### config.mk
export PLATFORM = sky130hd
export DESIGN_NAME = mmnc_ctrl
export DESIGN_NICKNAME = d
export VERILOG_FILES = /design/src/sv/minmax_normalize_colormap_defines.svh /design/src/sv/mmnc_pkg.sv /design/src/sv/mmnc_ctrl.sv
export SDC_FILE = /design/constraint.sdc
export NUM_CORES = 1
export LEC_CHECK = 0
export BUFFER_PORTS_ARGS = -buffer_cell sky130_fd_sc_hd__buf_2
export CORE_AREA = 2 2 39 41
export CTS_BUF_LIST = sky130_fd_sc_hd__clkbuf_4 sky130_fd_sc_hd__clkbuf_8
export CTS_CLUSTER_SIZE = 14
export DETAILED_ROUTE_END_ITERATION = 6
export DIE_AREA = 0 0 41 43
export PLACE_DENSITY = 0.63
export RECOVER_POWER = 25
export SYNTH_ARGS = -nofsm -noshare
export SYNTH_HDL_FRONTEND = slang
export SYNTH_SLANG_ARGS = --single-unit
### constraint.sdc
create_clock -name clk -period 3.5 [get_ports clk]
set_clock_uncertainty 0.05 [all_clocks]
set_input_delay 0.525 -clock clk [delete_from_list [all_inputs] [get_ports clk]]
set_output_delay 0.525 -clock clk [all_outputs]
set_load 0.01 [all_outputs]
### src/sv/minmax_normalize_colormap_defines.svh
// Assertion helpers for the top-level file, which checks its own logic.
`ifndef MINMAX_NORMALIZE_COLORMAP_DEFINES_SVH
`define MINMAX_NORMALIZE_COLORMAP_DEFINES_SVH

// Consequent checked in the same cycle as the antecedent.
`define MMNC_ASSERT_SAME(label, clk, rst, ante, cons) \
    label: assert property (@(posedge clk) disable iff (!rst) (ante) |-> (cons)) \
        else $error("same-cycle check failed");

// Consequent checked in the cycle after the antecedent.
`define MMNC_ASSERT_NEXT(label, clk, rst, ante, cons) \
    label: assert property (@(posedge clk) disable iff (!rst) (ante) |=> (cons)) \
        else $error("next-cycle check failed");

`endif

### src/sv/mmnc_pkg.sv
package mmnc_pkg;

    // Frame store and palette geometry
    localparam int FRAME_PIXELS    = 32768;
    localparam int FS_AW           = $clog2(FRAME_PIXELS);
    localparam int PALETTE_ENTRIES = 256;
    localparam int PAL_AW          = $clog2(PALETTE_ENTRIES);

    // Index divider: one quotient bit per step
    localparam int DIV_STEPS = 8;
    localparam int STEP_W    = $clog2(DIV_STEPS);

    localparam logic [7:0] ALPHA = 8'hFF;

    // Item modes
    localparam logic [1:0] MODE_PAL_WR = 2'd0;
    localparam logic [1:0] MODE_LOAD   = 2'd1;
    localparam logic [1:0] MODE_READ   = 2'd2;

    typedef struct packed {
        logic [1:0]  mode;
        logic [14:0] address;
        logic [15:0] raw_value;
        logic [7:0]  red_in;
        logic [7:0]  green_in;
        logic [7:0]  blue_in;
        logic        frame_last;
    } in_item_t;

    typedef struct packed {
        logic [31:0] color_argb;
        logic [7:0]  palette_index;
    } out_item_t;

    typedef enum logic [2:0] {
        ST_IDLE,
        ST_CALC,
        ST_DIV,
        ST_PAL,
        ST_DONE
    } state_t;

    // Commands from controller to datapath
    typedef struct packed {
        logic pal_wr;
        logic pix_wr;
        logic pix_rd;
        logic calc;
        logic div_step;
        logic pal_rd;
        logic out_load;
    } ctrl_cmd_t;

endpackage

### src/sv/mmnc_ctrl.sv
module mmnc_ctrl (
    input  logic               clk,
    input  logic               rst_n,
    input  logic               in_valid,
    input  logic [1:0]         mode,
    output logic               in_ready,
    input  logic               out_ready,
    output logic               out_valid,
    output mmnc_pkg::ctrl_cmd_t cmd
);

    mmnc_pkg::state_t                 state_reg, state_next;
    logic [mmnc_pkg::STEP_W-1:0]      step_reg, step_next;
    logic                             out_valid_reg, out_valid_next;
    logic                             accept;
    logic                             out_free;

    // State, step counter and result valid
    always_ff @(posedge clk or negedge rst_n)
    begin
        if (!rst_n)
        begin
            state_reg     <= mmnc_pkg::ST_IDLE;
            step_reg      <= '0;
            out_valid_reg <= 1'b0;
        end
        else
        begin
            state_reg     <= state_next;
            step_reg      <= step_next;
            out_valid_reg <= out_valid_next;
        end
    end

    // Next state and commands
    always_comb
    begin
        in_ready   = (state_reg == mmnc_pkg::ST_IDLE);
        accept     = in_valid && in_ready;
        out_free   = !out_valid_reg || out_ready;
        state_next = state_reg;
        step_next  = step_reg;
        cmd        = '0;

        cmd.pal_wr = accept && (mode == mmnc_pkg::MODE_PAL_WR);
        cmd.pix_wr = accept && (mode == mmnc_pkg::MODE_LOAD);
        cmd.pix_rd = accept && (mode == mmnc_pkg::MODE_READ);

        unique case (state_reg)
            mmnc_pkg::ST_IDLE:
            begin
                if (cmd.pix_rd)
                begin
                    state_next = mmnc_pkg::ST_CALC;
                end
            end
            mmnc_pkg::ST_CALC:
            begin
                cmd.calc   = 1'b1;
                step_next  = '0;
                state_next = mmnc_pkg::ST_DIV;
            end
            mmnc_pkg::ST_DIV:
            begin
                cmd.div_step = 1'b1;
                step_next    = step_reg + 1'b1;
                if (step_reg == mmnc_pkg::STEP_W'(mmnc_pkg::DIV_STEPS - 1))
                begin
                    state_next = mmnc_pkg::ST_PAL;
                end
            end
            mmnc_pkg::ST_PAL:
            begin
                cmd.pal_rd = 1'b1;
                state_next = mmnc_pkg::ST_DONE;
            end
            mmnc_pkg::ST_DONE:
            begin
                if (out_free)
                begin
                    cmd.out_load = 1'b1;
                    state_next   = mmnc_pkg::ST_IDLE;
                end
            end
            default:
            begin
                state_next = mmnc_pkg::ST_IDLE;
            end
        endcase

        // Output slot: filled on load, emptied on transaction
        if (cmd.out_load)
        begin
            out_valid_next = 1'b1;
        end
        else if (out_ready)
        begin
            out_valid_next = 1'b0;
        end
        else
        begin
            out_valid_next = out_valid_reg;
        end
    end

    assign out_valid = out_valid_reg;

endmodule

# Word level (Yosys, flattened, before mapping)
# Index checks and enable logic that the tools add are counted.
# classes
addsub,1
eq_ne,10
n_mux,12
reduce_logical,11
# ops
cell,n
$pmux 3 s5,1
$mux 3,3
$mux 1,7
$eq 3x2->1 const B,2
$eq 3x3->1 const B,2
$pmux 3 s2,1
$logic_and 1x1->1,4
$ne 2x2->1 const B,2
$reduce_bool 2->1,2
$add 3x1->3 const B,1
$eq 3x1->1 const B,1
$logic_not 3->1,1
$reduce_and 3->1,1
$eq 2x1->1 const B,1
$eq 2x2->1 const B,1
$logic_not 2->1,1
$ne 2x1->1 const B,1
$logic_not 1->1,1
$logic_or 1x1->1,1
# word_totals
regBits,7
inputBits,6
output_inout_bits,9

# Longest topological paths before layout
# depth
word_depth,5
depth_mapped,4
depth_no_buf,4

# Least setup slack after synthesis
# Ideal clock, no wire load.
# synth_timing
path_type,register to output
start,register state_reg[2]
end,output port cmd[5] in the netlist's numbering
arrival_time_ns,1.193
required_time_ns,2.925
setup_slack_ns,1.732
path_stages_with_launch,5
path_buffers,1
path_cell_list,dfrtp_1 buf_6 or3_4 inv_2 and4b_1
# synth_lines
element,line,text
from (decl),mmnc_ctrl.sv:12,"mmnc_pkg::state_t state_reg, state_next;"
from (signal assigned),mmnc_ctrl.sv:23,state_reg <= mmnc_pkg::ST_IDLE;
from (signal assigned),mmnc_ctrl.sv:29,state_reg <= state_next;
to (decl),mmnc_ctrl.sv:9,output mmnc_pkg::ctrl_cmd_t cmd

==> impl_metrics.csv <==
group,metric,value,unit
critical_path,crit_buf_inv,1,
finish,layout-drive-gt1-share,0.426,
run_status,outcome,"finished clean",
die,fp.dieW,41,µm
critical_path,r2r_end,"step_reg[2]$_DFFE_PN0P_",
detailed_routing,drtAntennaViolNets,0,
critical_path,worst_r2r_startpoint,"step_reg[0]$_DFFE_PN0P_",
clocking,cts_hold_buf,0,
power_and_ir_drop,power_frac_comb,0.368,
synthesis,yosysSeqAreaShare,0.392,
die,pin_count,15,
power_and_ir_drop,clkPwrFrac,0.230,
critical_path,worstPathArrival,1.51,ns
finish,antenna_cells,0,
die,die_h,43,µm
grt,grt_max_degree,14,
synthesis,yosysUniqueCellTypes,25,
critical_path,crit_type,"reg -> out",
sta,setup_viol,0,
clocking,cts_max_path_buffers,2,
critical_path,worstSetupPathDepth,3,
clocking,clk_pin_slew,0.05,ns
detailed_routing,drc_errors,0,
detailed_routing,routedWlPerCell,11.0,µm
die,core_area,0.00138,mm²
synthesis,synthFlopType,"dfrtp_1",
synthesis,yosysWarnings,0,
die,rows,14,
die,die_area,0.00176,mm²
synthesis,synth_edf_count,0,
power_and_ir_drop,power.leakage,0.298,nW
critical_path,max_stage_delay,0.47,ns
power_and_ir_drop,p_sw,0.000114,W
synthesis,synthAdderAreaFrac,0.0560,
sta,hold_viol,0,
clocking,h-tree-depth,1,
sta,slew_violations,0,
power_and_ir_drop,ir_worst_vdd,0.264,mV
placement,io_buffers,14,
grt,gr-usage-met3,0,
synthesis,synth_area,447,µm²
sta,setup_tns,0,ns
clocking,numClockSinks,7,
synthesis,syn-num-nets,48,
sta,relSlewSlack,0.750,
power_and_ir_drop,p_total,0.000342,W
critical_path,cp_max_fo,10,
finish,fill_cells,142,
grt,grtUsageMet2,0.156,
clocking,cts_tree,"done",
power_and_ir_drop,powerDensity,637,mW/mm²
clocking,post_cts_buffers,0,
synthesis,synth_compound_area_frac,0.104,
min_path,hp-class,"in -> async",
synthesis,async_reset_ff_frac,1.00,
synthesis,avgSynthCellArea,11.2,µm²
power_and_ir_drop,seqPwrFrac,0.402,
grt,use_met1,0.146,
grt,track_usage,0.117,
sta,fmax,479,MHz
sta,rsz0062_at_grt,"false",
critical_path,cp_data_required_time,2.92,ns
placement,place_congestion,0.730,
sta,period_share,0.596,
critical_path,worstPathCellList,"or3_4 > nor4b_2 > buf_2",
power_and_ir_drop,swShare,0.333,
placement,place_worst_setup_slack,1.66,ns
grt,grt_pass1_vias,323,
run,max_cap_violations,0,
critical_path,start_kind,"flip-flop",
sta,setup_ws,1.41,ns
detailed_routing,vias,346,
detailed_routing,routed_wirelength,770,µm
sta,worst_slew_pin_slew,0.375,ns
synthesis,synthCells,40,
die,start_util,0.323,
grt,grt-ovfl-total,0,
grt,busiest_layer,"met2",
grt,grt_pass1_wl,1330,µm
finish,nets,63,
critical_path,critPathCaptureType,"output pin",
placement,hpwlAfterDp,587,µm
critical_path,rrSetupSlack,2.03,ns
critical_path,slowest_stage,"dfrtp_1",
clocking,numCtsBuffers,3,
clocking,cts-root-buf,"clkbuf_4",
detailed_routing,drt_iter0_markers,3,
synthesis,synthMuxAreaShare,0,
power_and_ir_drop,p_int,0.000228,W
sta,period_needed,2.09,ns
critical_path,ff2ff_path_depth,4,
finish,syn_to_final_growth,20.2,%
detailed_routing,vias_per_cell,4.94,
synthesis,post_synth_and_or_nand_nor_area_fraction,0.375,
grt,antenna_found_initial,0,
clocking,post_cts_resized,0,
clocking,clock_latency,0.24,ns
synthesis,synth_top_family_by_area,"simple AND/OR/NAND/NOR gates",
synthesis,synth_xor_area_frac,0,
detailed_routing,drtPass1Iterations,2,
synthesis,ys_ff_latch,7,
critical_path,cpLargestDelayFamily,"simple AND/OR/NAND/NOR gates",
worst max-delay path by stage:
stage | startpoint | end | slack [ns]
after floorplan | state_reg[2]$_DFFE_PN0P_ | cmd[5] | 1.73
after global placement | state_reg[1]$_DFFE_PN0P_ | cmd[6] | 1.69
after detailed placement | state_reg[1]$_DFFE_PN0P_ | cmd[6] | 1.66
after CTS | state_reg[2]$_DFFE_PN0P_ | cmd[6] | 1.39
after global routing | state_reg[2]$_DFFE_PN0P_ | cmd[6] | 1.29
final | state_reg[2]$_DFFE_PN0P_ | cmd[6] | 1.41
layout make-up:
class / instances / area, µm² / share of cell area
Clock buffer: 4 / 30.0 / 0.0559
Sequential cell: 7 / 175 / 0.326
Multi-Input combinational cell: 28 / 239 / 0.445
Timing Repair Buffer: 14 / 68.8 / 0.128
Inverter: 1 / 3.75 / 0.00699
Tap cell: 16 / 20.0 / 0.0373
power groups by stage:
| stage | registers, W | logic, W | clock network [W] |
|---|---|---|---|
| 2_1_floorplan | 0.000122 | 0.000112 | 0 |
| 3_3_place_gp | 0.000137 | 0.000127 | 0 |
| 3_5_place_dp | 0.000139 | 0.000128 | 0 |
| 4_1_cts | 0.000137 | 0.000129 | 0.0000835 |
| 5_1_grt | 0.000144 | 0.000146 | 0.0000909 |
| 6_report | 0.000137 | 0.000126 | 0.0000785 |
Yosys cell counts, drive strengths merged, types with 2 or more instances:
cell type	number	area, µm²
and3	3	18.8
and4bb	2	25.0
nor3b	2	15.0
o21bai	2	15.0
nor4b	2	23.8
buf	4	28.8
ha	2	25.0
a211o	3	26.3
dfrtp	7	175
logic make-up (layout without fill, tap and decap cells):
group	after synthesis	count (layout)
AND/OR/NAND/NOR	20	20
flip-flops	7	7
AO/OA/AOI/OAI	6	6
buffers and inverters	5	19
adder cells (fa/ha/maj)	2	2
per-layer routing:
| layer | vias up | share of wire |
|---|---|---|
| met5 | - | 0 |
| met4 | 0 | 0.035 |
| met3 | 2 | 0.052 |
| met2 | 11 | 0.41 |
| met1 | 157 | 0.50 |
| li1 | 176 | - |
cells in the final DEF (no fill, tap or decap), drive strengths merged:
| cell type | netlist | layout |
|---|---|---|
| or3 | 1 | 1 |
| clkbuf | 0 | 5 |
| and4b | 1 | 1 |
| nor3b | 2 | 2 |
| dfrtp | 7 | 7 |
| o21bai | 2 | 2 |
| nor4b | 2 | 2 |
| nand2b | 1 | 1 |
| and4bb | 2 | 2 |
| ha | 2 | 2 |
| nor2b | 1 | 1 |
| or2 | 1 | 1 |
| o21ai | 1 | 1 |
| inv | 1 | 1 |
| nand2 | 1 | 1 |
| a211o | 3 | 3 |
| and3 | 3 | 3 |
| or3b | 1 | 1 |
| nor2 | 1 | 1 |
| nand3b | 1 | 1 |
| buf | 4 | 13 |
| or4bb | 1 | 1 |
| and3b | 1 | 1 |
per-stage QoR:
stage / hold slack [ns] / cells / area (µm²) / util
floorplan: 0.179 / 40 / 447 / -
global placement: 0.316 / 66 / 508 / 0.367
detailed placement: 0.319 / 66 / 508 / 0.367
CTS: 0.0506 / 70 / 538 / 0.389
global route: 0.131 / 70 / 537 / 0.388
finish: 0.117 / 70 / 537 / 0.388
worst register-to-register path, stage by stage, from the launching register on:
cell,delay (ns)
dfrtp_1,0.40
ha_1,0.21
ha_1,0.26
and4bb_2,0.22
a211o_1,0.22
(Power assumes the default switching activity.)
